--- config.mk ---
export PLATFORM = sky130hd
export DESIGN_NAME = modular_exponentiation
export DESIGN_NICKNAME = d
export VERILOG_FILES = /design/src/rtl/core/mexp_pkg.sv /design/src/rtl/core/mexp_ctrl.sv /design/src/rtl/core/mexp_dp.sv /design/src/rtl/core/modular_exponentiation.sv
export SDC_FILE = /design/constraint.sdc
export NUM_CORES = 1
export LEC_CHECK = 0
export BUFFER_PORTS_ARGS = -buffer_cell sky130_fd_sc_hd__buf_2
export CORE_MARGIN = 2
export CORE_UTILIZATION = 43
export DETAILED_ROUTE_END_ITERATION = 8
export GPL_TIMING_DRIVEN = 0
export HOLD_SLACK_MARGIN = 0.06
export PLACE_DENSITY = 0.57
export SYNTH_ARGS = -nofsm -noshare
export SYNTH_HDL_FRONTEND = slang
export SYNTH_SLANG_ARGS = --single-unit
--- constraint.sdc ---
create_clock -name clk_i -period 16.4 [get_ports clk_i]
set_clock_uncertainty 0.2 [all_clocks]
set_input_delay 0.82 -clock clk_i [delete_from_list [all_inputs] [get_ports clk_i]]
set_output_delay 0.82 -clock clk_i [all_outputs]
set_load 0.03 [all_outputs]
--- src/rtl/core/mexp_pkg.sv ---
package mexp_pkg;

  localparam int EXPONENT_BITS = 63;
  localparam int MODULUS_BITS  = 31;
  localparam int BASE_BITS     = 63;
  localparam int CNT_W         = $clog2(BASE_BITS > MODULUS_BITS ? BASE_BITS : MODULUS_BITS);
  localparam int BIT_W         = $clog2(MODULUS_BITS);

  localparam logic [MODULUS_BITS-1:0] MODULUS_RESET = MODULUS_BITS'(1000000007);

  typedef enum logic [1:0] {
    ST_IDLE,
    ST_REDUCE,
    ST_STEP,
    ST_FINISH
  } state_e;

  typedef struct packed {
    logic load;
    logic red_step;
    logic mul_step;
    logic out_load;
  } cmd_t;

  typedef struct packed {
    logic red_last;
    logic mul_last;
    logic exp_zero;
    logic exp_last;
    logic out_busy;
  } sts_t;

endpackage

--- src/rtl/core/mexp_ctrl.sv ---
module mexp_ctrl import mexp_pkg::*; (
  input  logic   clk_i,
  input  logic   rst_ni,
  input  logic   in_valid_i,
  output logic   in_ready_o,
  input  sts_t   sts_i,
  output cmd_t   cmd_o,
  output state_e state_o
);

  state_e state_q, state_d;

  always_ff @(posedge clk_i or negedge rst_ni) begin
    if (!rst_ni) begin
      state_q <= ST_IDLE;
    end else begin
      state_q <= state_d;
    end
  end

  always_comb begin
    state_d = state_q;
    unique case (state_q)
      ST_IDLE: begin
        if (in_valid_i) state_d = ST_REDUCE;
      end
      ST_REDUCE: begin
        if (sts_i.red_last) state_d = sts_i.exp_zero ? ST_FINISH : ST_STEP;
      end
      ST_STEP: begin
        if (sts_i.mul_last && sts_i.exp_last) state_d = ST_FINISH;
      end
      ST_FINISH: begin
        if (!sts_i.out_busy) state_d = ST_IDLE;
      end
      default: state_d = ST_IDLE;
    endcase
  end

  always_comb begin
    cmd_o      = '0;
    in_ready_o = 1'b0;
    unique case (state_q)
      ST_IDLE: begin
        in_ready_o    = 1'b1;
        cmd_o.load    = in_valid_i;
      end
      ST_REDUCE: cmd_o.red_step = 1'b1;
      ST_STEP:   cmd_o.mul_step = 1'b1;
      ST_FINISH: cmd_o.out_load = !sts_i.out_busy;
      default:   cmd_o = '0;
    endcase
  end

  assign state_o = state_q;

endmodule

--- src/rtl/core/mexp_dp.sv ---
module mexp_dp import mexp_pkg::*; (
  input  logic                     clk_i,
  input  logic                     rst_ni,
  input  cmd_t                     cmd_i,
  output sts_t                     sts_o,
  input  logic [MODULUS_BITS-1:0]  modulus_i,
  input  logic [BASE_BITS-1:0]     base_i,
  input  logic [EXPONENT_BITS-1:0] exponent_i,
  output logic [MODULUS_BITS-1:0]  result_o,
  output logic                     out_valid_o,
  input  logic                     out_ready_i
);

  logic [BASE_BITS-1:0]     x_q;
  logic [EXPONENT_BITS-1:0] e_q;
  logic [MODULUS_BITS-1:0]  b_q, acc_q, red_q, ra_q, rs_q, res_q;
  logic [MODULUS_BITS-1:0]  red_d, ra_d, rs_d;
  logic [CNT_W-1:0]         cnt_q;
  logic                     out_valid_q;
  logic                     b_bit;

  // one bit of a restoring remainder
  function automatic logic [MODULUS_BITS-1:0] red_bit(
    input logic [MODULUS_BITS-1:0] r,
    input logic                    bit_in,
    input logic [MODULUS_BITS-1:0] m
  );
    logic [MODULUS_BITS:0] t;
    t = {r, bit_in};
    if (t >= {1'b0, m}) t = t - {1'b0, m};
    return t[MODULUS_BITS-1:0];
  endfunction

  // one bit of an interleaved modular product, r = 2r + bit*a mod m
  function automatic logic [MODULUS_BITS-1:0] mul_bit(
    input logic [MODULUS_BITS-1:0] r,
    input logic                    bit_in,
    input logic [MODULUS_BITS-1:0] a,
    input logic [MODULUS_BITS-1:0] m
  );
    logic [MODULUS_BITS+1:0] t, m1, m2, res;
    t  = {1'b0, r, 1'b0} + (bit_in ? {2'b00, a} : '0);
    m1 = {2'b00, m};
    m2 = {1'b0, m, 1'b0};
    if (t >= m2)      res = t - m2;
    else if (t >= m1) res = t - m1;
    else              res = t;
    return res[MODULUS_BITS-1:0];
  endfunction

  assign b_bit = b_q[cnt_q[BIT_W-1:0]];
  assign red_d = red_bit(red_q, x_q[BASE_BITS-1], modulus_i);
  assign ra_d  = mul_bit(ra_q, b_bit, acc_q, modulus_i);
  assign rs_d  = mul_bit(rs_q, b_bit, b_q, modulus_i);

  always_ff @(posedge clk_i or negedge rst_ni) begin
    if (!rst_ni) begin
      cnt_q       <= '0;
      out_valid_q <= 1'b0;
    end else begin
      if (cmd_i.load) begin
        cnt_q <= CNT_W'(BASE_BITS - 1);
      end else if (cmd_i.red_step || cmd_i.mul_step) begin
        if (cnt_q == '0) cnt_q <= CNT_W'(MODULUS_BITS - 1);
        else             cnt_q <= cnt_q - CNT_W'(1);
      end
      if (cmd_i.out_load)    out_valid_q <= 1'b1;
      else if (out_ready_i)  out_valid_q <= 1'b0;
    end
  end

  always_ff @(posedge clk_i) begin
    if (cmd_i.load) begin
      x_q   <= base_i;
      e_q   <= exponent_i;
      acc_q <= (modulus_i == MODULUS_BITS'(1)) ? '0 : MODULUS_BITS'(1);
      red_q <= '0;
    end
    if (cmd_i.red_step) begin
      x_q   <= x_q << 1;
      red_q <= red_d;
      if (cnt_q == '0) begin
        b_q  <= red_d;
        ra_q <= '0;
        rs_q <= '0;
      end
    end
    if (cmd_i.mul_step) begin
      if (cnt_q == '0) begin
        if (e_q[0]) acc_q <= ra_d;
        b_q  <= rs_d;
        e_q  <= e_q >> 1;
        ra_q <= '0;
        rs_q <= '0;
      end else begin
        ra_q <= ra_d;
        rs_q <= rs_d;
      end
    end
    if (cmd_i.out_load) begin
      res_q <= (modulus_i == '0) ? '0 : acc_q;
    end
  end

  assign sts_o.red_last = (cnt_q == '0);
  assign sts_o.mul_last = (cnt_q == '0);
  assign sts_o.exp_zero = (e_q == '0);
  assign sts_o.exp_last = ((e_q >> 1) == '0);
  assign sts_o.out_busy = out_valid_q && !out_ready_i;

  assign result_o    = res_q;
  assign out_valid_o = out_valid_q;

endmodule

--- src/rtl/core/modular_exponentiation.sv ---
// channel   dir  word                                        accept
// s_axis    in   tdata[62:0] base, [125:63] exponent         tvalid & tready
// m_axis    out  tdata[30:0] power result                    tvalid & tready
// cfg       in   cfg_wr_data_i modulus                       cfg_wr_en_i
//
// one word runs a bit-serial reduction over all 63 base bits, then one pass per exponent
// bit up to and including the top set one, in two interleaved modular multipliers
// that scan the running base
// reset clears the controller and the output valid, modulus returns to 1000000007
// a new word is taken while a finished result waits; the result register holds
// until m_axis_tready, and the datapath waits in its last state when it is full
module modular_exponentiation import mexp_pkg::*; (
  input  logic                    clk_i,
  input  logic                    rst_ni,
  input  logic                    s_axis_tvalid,
  output logic                    s_axis_tready,
  input  logic [127:0]            s_axis_tdata,   // base_value, exponent_value, zero pad
  output logic                    m_axis_tvalid,
  input  logic                    m_axis_tready,
  output logic [31:0]             m_axis_tdata,   // power_result, zero pad
  input  logic                    cfg_wr_en_i,
  input  logic [MODULUS_BITS-1:0] cfg_wr_data_i
);

  logic [MODULUS_BITS-1:0] modulus_q;
  logic [MODULUS_BITS-1:0] result;
  cmd_t                    cmd;
  sts_t                    sts;
  state_e                  state;

  always_ff @(posedge clk_i or negedge rst_ni) begin
    if (!rst_ni) begin
      modulus_q <= MODULUS_RESET;
    end else if (cfg_wr_en_i) begin
      modulus_q <= cfg_wr_data_i;
    end
  end

  mexp_ctrl u_ctrl (
    .clk_i      (clk_i),
    .rst_ni     (rst_ni),
    .in_valid_i (s_axis_tvalid),
    .in_ready_o (s_axis_tready),
    .sts_i      (sts),
    .cmd_o      (cmd),
    .state_o    (state)
  );

  mexp_dp u_dp (
    .clk_i       (clk_i),
    .rst_ni      (rst_ni),
    .cmd_i       (cmd),
    .sts_o       (sts),
    .modulus_i   (modulus_q),
    .base_i      (s_axis_tdata[BASE_BITS-1:0]),
    .exponent_i  (s_axis_tdata[BASE_BITS +: EXPONENT_BITS]),
    .result_o    (result),
    .out_valid_o (m_axis_tvalid),
    .out_ready_i (m_axis_tready)
  );

  assign m_axis_tdata = {{(32 - MODULUS_BITS){1'b0}}, result};

`ifndef SYNTHESIS
  a_busy_not_ready: assert property (@(posedge clk_i) disable iff (!rst_ni)
    (state != ST_IDLE) |-> !s_axis_tready)
    else $error("input taken while busy");

  a_accept_starts: assert property (@(posedge clk_i) disable iff (!rst_ni)
    (s_axis_tvalid && s_axis_tready) |=> (state == ST_REDUCE))
    else $error("accepted word did not start reduction");

  a_result_below_mod: assert property (@(posedge clk_i) disable iff (!rst_ni)
    (m_axis_tvalid && (modulus_q != '0)) |-> (result < modulus_q))
    else $error("result not reduced");

  a_one_cmd: assert property (@(posedge clk_i) disable iff (!rst_ni)
    $onehot0({cmd.load, cmd.red_step, cmd.mul_step, cmd.out_load}))
    else $error("conflicting datapath commands");
`endif

endmodule

Yosys cells after proc, flatten, opt, wreduce, memory -nomap -nowiden

Cells that the tools add are included.

Word-level logic and storage cells: 99
Memories kept: 0
Output and inout port bits: 34
Flip-flop bits (word level): 352
Memory bits (writable): 0
Latch bits: 0
ROM bits: 0
Input port bits: 164

Div/mod/pow operators: 0
Eq/ne operators: 8
Shifts and indexed selects: 0
Reductions and logical operators: 17
Bitwise gates (word level): 0
Mux-type cells: 47
$lt $le $gt $ge: 6
Multiply operators: 0
$add $sub $neg: 8

Operators with widths:

| operator              | number |
|---|---|
| $mux W31              | 23 |
| $mux W63              | 5 |
| $sub A31 B31 Y31      | 5 |
| $logic_not A63 Y1     | 2 |
| $add A32 B31 Y33      | 2 |
| $ge A33 B31 Y1        | 2 |
| $ge A33 B32 Y1        | 2 |
| $ge A32 B31 Y1        | 1 |
| $eq A31 B1 Y1 const B | 1 |
| $logic_not A31 Y1     | 1 |
| $mux W6               | 3 |
| $mux W1               | 10 |
| $reduce_bool A2 Y1    | 5 |
| $mux W2               | 4 |
| $pmux W2 S4           | 1 |
| $logic_not A6 Y1      | 1 |
| $lt A5 B6 Y1 const B  | 1 |
| $sub A6 B1 Y6 const B | 1 |
| $bmux W1 S5           | 1 |
| $eq A2 B2 Y1 const B  | 2 |
| $ne A2 B1 Y1 const B  | 2 |
| $ne A2 B2 Y1 const B  | 2 |
| $reduce_and A4 Y1     | 1 |
| $eq A2 B1 Y1 const B  | 1 |
| other kinds (5)       | 7 |

Logic depth before layout (Yosys ltp)

Depth after elaboration: 10
Mapped depth: 32
Depth with buffers taken out: 26

Modules after synthesis

Synthesis repeated with hierarchy kept, for this count alone.

Cell total of the unflattened synthesis: 3111
Area, all modules: 27550.2 um^2

By module, submodules not included:

| module                 | cells each | area each (um^2) | times used |
|---|---|---|---|
| mexp_dp                | 3024       | 26155.1          | 1 |
| modular_exponentiation | 67         | 1189.9           | 1 |
| mexp_ctrl              | 20         | 205.2            | 1 |

Worst setup path after synthesis

OpenSTA, ideal clock, no wires.

Path type: reg2reg
Start point: register u_dp.cnt_q[1]
End point: register u_dp.ra_q[27] (data pin)
Cell stages (with the launch flop): 28
Setup time: 0.277 ns
Path slack: 9.262 ns
Data required time: 15.923 ns
Path buffers: 2
Arrival time: 6.661 ns
Path through: dfrtp_1 > mux4_2 > mux2_2 > a32oi_1 > o311a_4 > clkbuf_1 > nor2b_1 > ha_1 > fa_1 > a21o_1 > a221oi_2 > o21ai_1 > or4b_1 > a31oi_1 > o21ai_0 > a221o_1 > xor2_1 > ha_1 > nand2_1 > nand2b_1 > a21o_1 > a221oi_1 > o31ai_1 > a221oi_2 > clkbuf_1 > a311oi_1 > a211oi_1 > nor3_1

Word-level cells in the longest chain between the ends: 9
Elaborated cells on any way between the ends: 13

RTL lines:

| element                                                   | line          | RTL |
|---|---|---|
| start: declaration                                        | mexp_dp.sv:18 | `logic [CNT_W-1:0] cnt_q;` |
| start signal: assignment                                  | mexp_dp.sv:62 | `cnt_q <= CNT_W'(BASE_BITS - 1);` |
| start signal: assignment                                  | mexp_dp.sv:64 | `if (cnt_q == '0) cnt_q <= CNT_W'(MODULUS_BITS - 1);` |
| start signal: assignment                                  | mexp_dp.sv:65 | `else cnt_q <= cnt_q - CNT_W'(1);` |
| $bmux W1 S5                                               | mexp_dp.sv:51 | `assign b_bit = b_q[cnt_q[BIT_W-1:0]];` |
| $mux W1 (implied by the code)                             | mexp_dp.sv:51 |  |
| $mux W31                                                  | mexp_dp.sv:42 | `t = {1'b0, r, 1'b0} + (bit_in ? {2'b00, a} : '0);` |
| $add A32 B31 Y33                                          | mexp_dp.sv:42 |  |
| $sub A31 B31 Y31 / $ge A33 B31 Y1 (equally long branches) | mexp_dp.sv:46 | `else if (t >= m1) res = t - m1;` |
| $mux W31                                                  | mexp_dp.sv:46 |  |
| $mux W31                                                  | mexp_dp.sv:45 | `if (t >= m2) res = t - m2;` |
| $mux W31 *                                                | mexp_dp.sv:89 | `if (cnt_q == '0) begin` |
| $mux W31 *                                                | mexp_dp.sv:88 | `if (cmd_i.mul_step) begin` |
| end signal: assignment                                    | mexp_dp.sv:96 | `ra_q <= ra_d;` |
| end: declaration                                          | mexp_dp.sv:16 | `logic [MODULUS_BITS-1:0] b_q, acc_q, red_q, ra_q, rs_q, res_q;` |

Every way passes the cells marked *; elsewhere a longest branch is shown, timed or not. The select of a mux whose other input is x is not followed.
A chain may end at the register's enable or synchronous reset.

Worst setup path in the final report

Start point: register u_dp.cnt_q[1]
End point: register u_dp.rs_q[18] (data pin)

Word-level cells in the longest chain between the ends: 9
Elaborated cells on any way between the ends: 13

RTL lines:

| element                                                   | line          | RTL |
|---|---|---|
| $bmux W1 S5                                               | mexp_dp.sv:51 |  |
| $mux W1 (implied by the code)                             | mexp_dp.sv:51 |  |
| $mux W31                                                  | mexp_dp.sv:42 |  |
| $add A32 B31 Y33                                          | mexp_dp.sv:42 |  |
| $sub A31 B31 Y31 / $ge A33 B31 Y1 (equally long branches) | mexp_dp.sv:46 |  |
| $mux W31                                                  | mexp_dp.sv:46 |  |
| $mux W31                                                  | mexp_dp.sv:45 |  |
| $mux W31 *                                                | mexp_dp.sv:89 |  |
| $mux W31 *                                                | mexp_dp.sv:88 |  |
| end signal: assignment                                    | mexp_dp.sv:97 | `rs_q <= rs_d;` |
| end: declaration                                          | mexp_dp.sv:16 |  |

Marked as above.

==> flow_metrics.py <==
metrics = {
    "cts": {
        "htreeDepth": 2,
        "clkTransAtPathRegs_ps": 60,
        "ctsResizeCount": 0,
        "post_cts_buffers": 0,
        "ctsHoldBuffers": 0,
        "cts_tree": "built",
        "cts_buffer_depth": 3,
        "clock-sinks": 352,
        "root_buffer": "clkbuf_16",
        "cts_buffers": 42,
        "clkLatencyLatePin_ps": 570,
    },
    "synth": {
        "synth_warnings": 0,
        "synthAdderAreaFrac_pct": 10.4,
        "async_reset_ff_share_pct": 11.4,
        "synth-edff-count": 186,
        "yosys.cell_types.count": 102,
        "synth_compound_area_share_pct": 24.5,
        "synth_fp_nets": 3730,
        "synth.avg_cell_area_um2": 8.34,
        "yosysSeqAreaShare_pct": 32.8,
        "syn-instance-count": 3339,
        "synth-main-ff-cell": "edfxtp_1",
        "synthSimpleGateAreaFrac_pct": 21.6,
        "synth_area_um2": 27900,
        "synth_xor_area_share_pct": 5.12,
        "synth_top_family_by_area": "compound AO/OA/AOI/OAI gates",
        "ys_seq_elements": 352,
        "synthMuxAreaShare_pct": 1.69,
    },
    "timing": {
        "finalSetupTns_ps": 0,
        "rsz0062_at_grt": "false",
        "setup_viol": 0,
        "hold_violations": 0,
        "hold_ws_ps": 259,
        "fmax_mhz": 98.4,
        "drv_slew": 0,
        "finalCritPeriodShare_pct": 61.9,
        "slew_headroom_pct": 9.50,
        "tightestPinTransition_ps": 1360,
        "min_period_ps": 10160,
    },
    "detailed_routing": {
        "routed.top_layer": "met4",
        "drt_wl_total_um": 111000,
        "ant_nets": 0,
        "wl_per_cell_um": 24.8,
        "met3_length_um": 5730,
        "first_pass_iters": 6,
        "drc": 0,
        "dr_wl_met2_um": 51800,
        "vias_per_cell": 6.15,
        "m1WireLength_um": 47000,
        "first_iter_violations": 2560,
        "vias": 27500,
    },
    "cells_and_area": {
        "fillers": 6348,
        "multi_input_area_um2": 17700,
        "final_cells": 4470,
        "num-nets-final": 3972,
        "layout_commonest_cell": "nand2_1",
        "stdcell_area_um2": 31400,
        "area_growth_pct": 12.8,
        "final_cell_mix": "nand2_1, nor2_1, o21ai_0",
        "seqCellArea_um2": 9130,
        "drive_above_1_share_pct": 11.2,
        "post-route-util_pct": 48.9,
    },
    "placed_design": {
        "place_area_um2": 30000,
        "dp_cells": 4392,
        "hpwl_um": 87800,
        "io_buffers": 193,
        "gp_congestion": 1.02,
    },
    "setup_path": {
        "cp-end-kind": "flip-flop",
        "reg2reg_slack_ps": 6240,
        "arrival_ps": 10230,
        "criticalPathCategory": "reg -> reg",
        "cp.required_ps": 16470,
        "cp-start-kind": "flip-flop",
        "timing.rr.start": "u_dp.cnt_q[1]",
        "reg2reg_to": "u_dp.rs_q[18]",
        "ff2ff_path_depth": 27,
        "crit_fanout": 10,
    },
    "floorplan": {
        "initial_core_util_pct": 43.4,
        "rows": 93,
        "core_region_area_um2": 64200,
        "die_w_um": 259,
        "pin_count": 198,
        "die_h_um": 259,
        "dieArea_um2": 66800,
    },
    "run_status": {
        "status": "finished clean",
    },
    "min_path": {
        "min_to": "u_dp.x_q[0]",
        "hold_start": "u_dp.x_q[0]",
        "min_path_type": "reg -> reg",
        "min_path_cells": 2,
    },
    "grt": {
        "grt_max_degree": 56,
        "grt_pass1_wl_um": 163000,
        "antenna_found_initial": 5,
        "grt_pass1_vias": 26400,
        "gr-total-overflow": 0,
        "gr-usage-all-layers_pct": 32.3,
    },
    "power_and_ir_drop": {
        "leakage_uw": 0.0129,
        "vdd_drop_max_uv": 152,
        "p_per_area_nw_per_um2": 199,
    },
    "flow_run": {
        "maxCapViolations": 0,
    },
}
cell type report:
type / instances / area share, %
Inverter: 102 / 1.22
Tap cell: 855 / 3.40
Clock inverter: 19 / 0.561
Multi-Input combinational cell: 2718 / 56.2
Sequential cell: 352 / 29.0
Buffer: 167 / 2.24
Antenna cell: 1 / 0.00796
Timing Repair Buffer: 198 / 3.44
Clock buffer: 58 / 3.89
metal layers:
metal	vias to the layer above	GRT usage, %
met5	-	0
met3	266	3.78
met1	13300	41.7
li1	12900	-
met2	978	53.2
met4	0	17.0
Yosys cell counts (51+ instances only):
cell	count	area, um2
o21ai_0	234	1170
a21o_1	84	631
dfxtp_1	126	2520
nand3_1	66	330
edfxtp_1	186	5590
a21oi_1	229	1150
nand4_1	52	325
a31oi_1	106	663
xor2_1	56	490
clkbuf_1	128	480
nor2_1	260	976
ha_1	220	2750
nor2b_1	114	713
a211oi_1	55	413
inv_1	100	375
nand2_1	443	1660
nor3_1	80	400
and3_1	51	319
xnor2_1	107	937
registers in the layout, summed over array words and instances (netlist names):
register / count
u_dp.e_q: 63
u_dp.x_q: 63
modulus_q: 31
u_dp.acc_q: 31
u_dp.b_q: 31
u_dp.ra_q: 31
u_dp.red_q: 31
u_dp.result_o: 31
u_dp.rs_q: 31
u_dp.cnt_q: 6
u_ctrl.state_o: 2
u_dp.out_valid_o: 1
where the power goes:
group	leakage (uW)	switching, uW	total, uW	internal (uW)
clock	0.000697	388	956	568
combinational	0.00894	2560	3830	1270
sequential	0.00329	156	1490	1330
logic make-up (layout without fill, tap and decap cells):
logic type | after synthesis | after routing
AND/OR/NAND/NOR | 1254 | 1254
multiplexers | 38 | 38
flip-flops | 352 | 352
other | 1 | 2
adder cells (fa/ha/maj) | 227 | 227
AO/OA/AOI/OAI | 1035 | 1035
buffers and inverters | 269 | 544
XOR/XNOR | 163 | 163
metrics by stage:
step                      power [uW]  setup WS [ps]
after floorplan                 4010           9260
after global placement          5190           6060
after detailed placement        5230           6530
after CTS                       6200           6450
after global routing            6650           5880
final                           6270           6240
worst max-delay path by stage:
stage / start / end / slack, ps / cells past startpoint
6_report: u_dp.cnt_q[1] / u_dp.rs_q[18] / 6240 / 27
5_1_grt: u_dp.cnt_q[1] / u_dp.rs_q[18] / 5880 / 27
4_1_cts: u_dp.cnt_q[1] / u_dp.ra_q[27] / 6450 / 25
3_5_place_dp: u_dp.cnt_q[1] / u_dp.ra_q[27] / 6530 / 25
3_3_place_gp: u_dp.cnt_q[1] / u_dp.ra_q[30] / 6060 / 7
2_1_floorplan: u_dp.cnt_q[1] / u_dp.ra_q[27] / 9260 / 27
critical path: stages, from the launching register on:
cell and delay [ps]:
dfrtp_1 520, mux4_2 570, mux2_2 320, a32oi_1 190, o311a_4 380, clkbuf_1 840
nand2b_1 300, inv_1 70, ha_1 290, a211oi_1 100, o21a_1 250, nor3_2 360
o41ai_2 220, o41ai_1 870, o21ai_0 270, xnor2_1 560, ha_1 350, clkbuf_1 210
and3_1 350, nand4_1 160, nor3_1 120, a31oi_1 190, a31o_2 210, o211a_1 360
clkbuf_1 460, nand2_2 310, a311oi_1 710, nor2_1 100
Note: power is estimated with default switching activity, not from simulation.
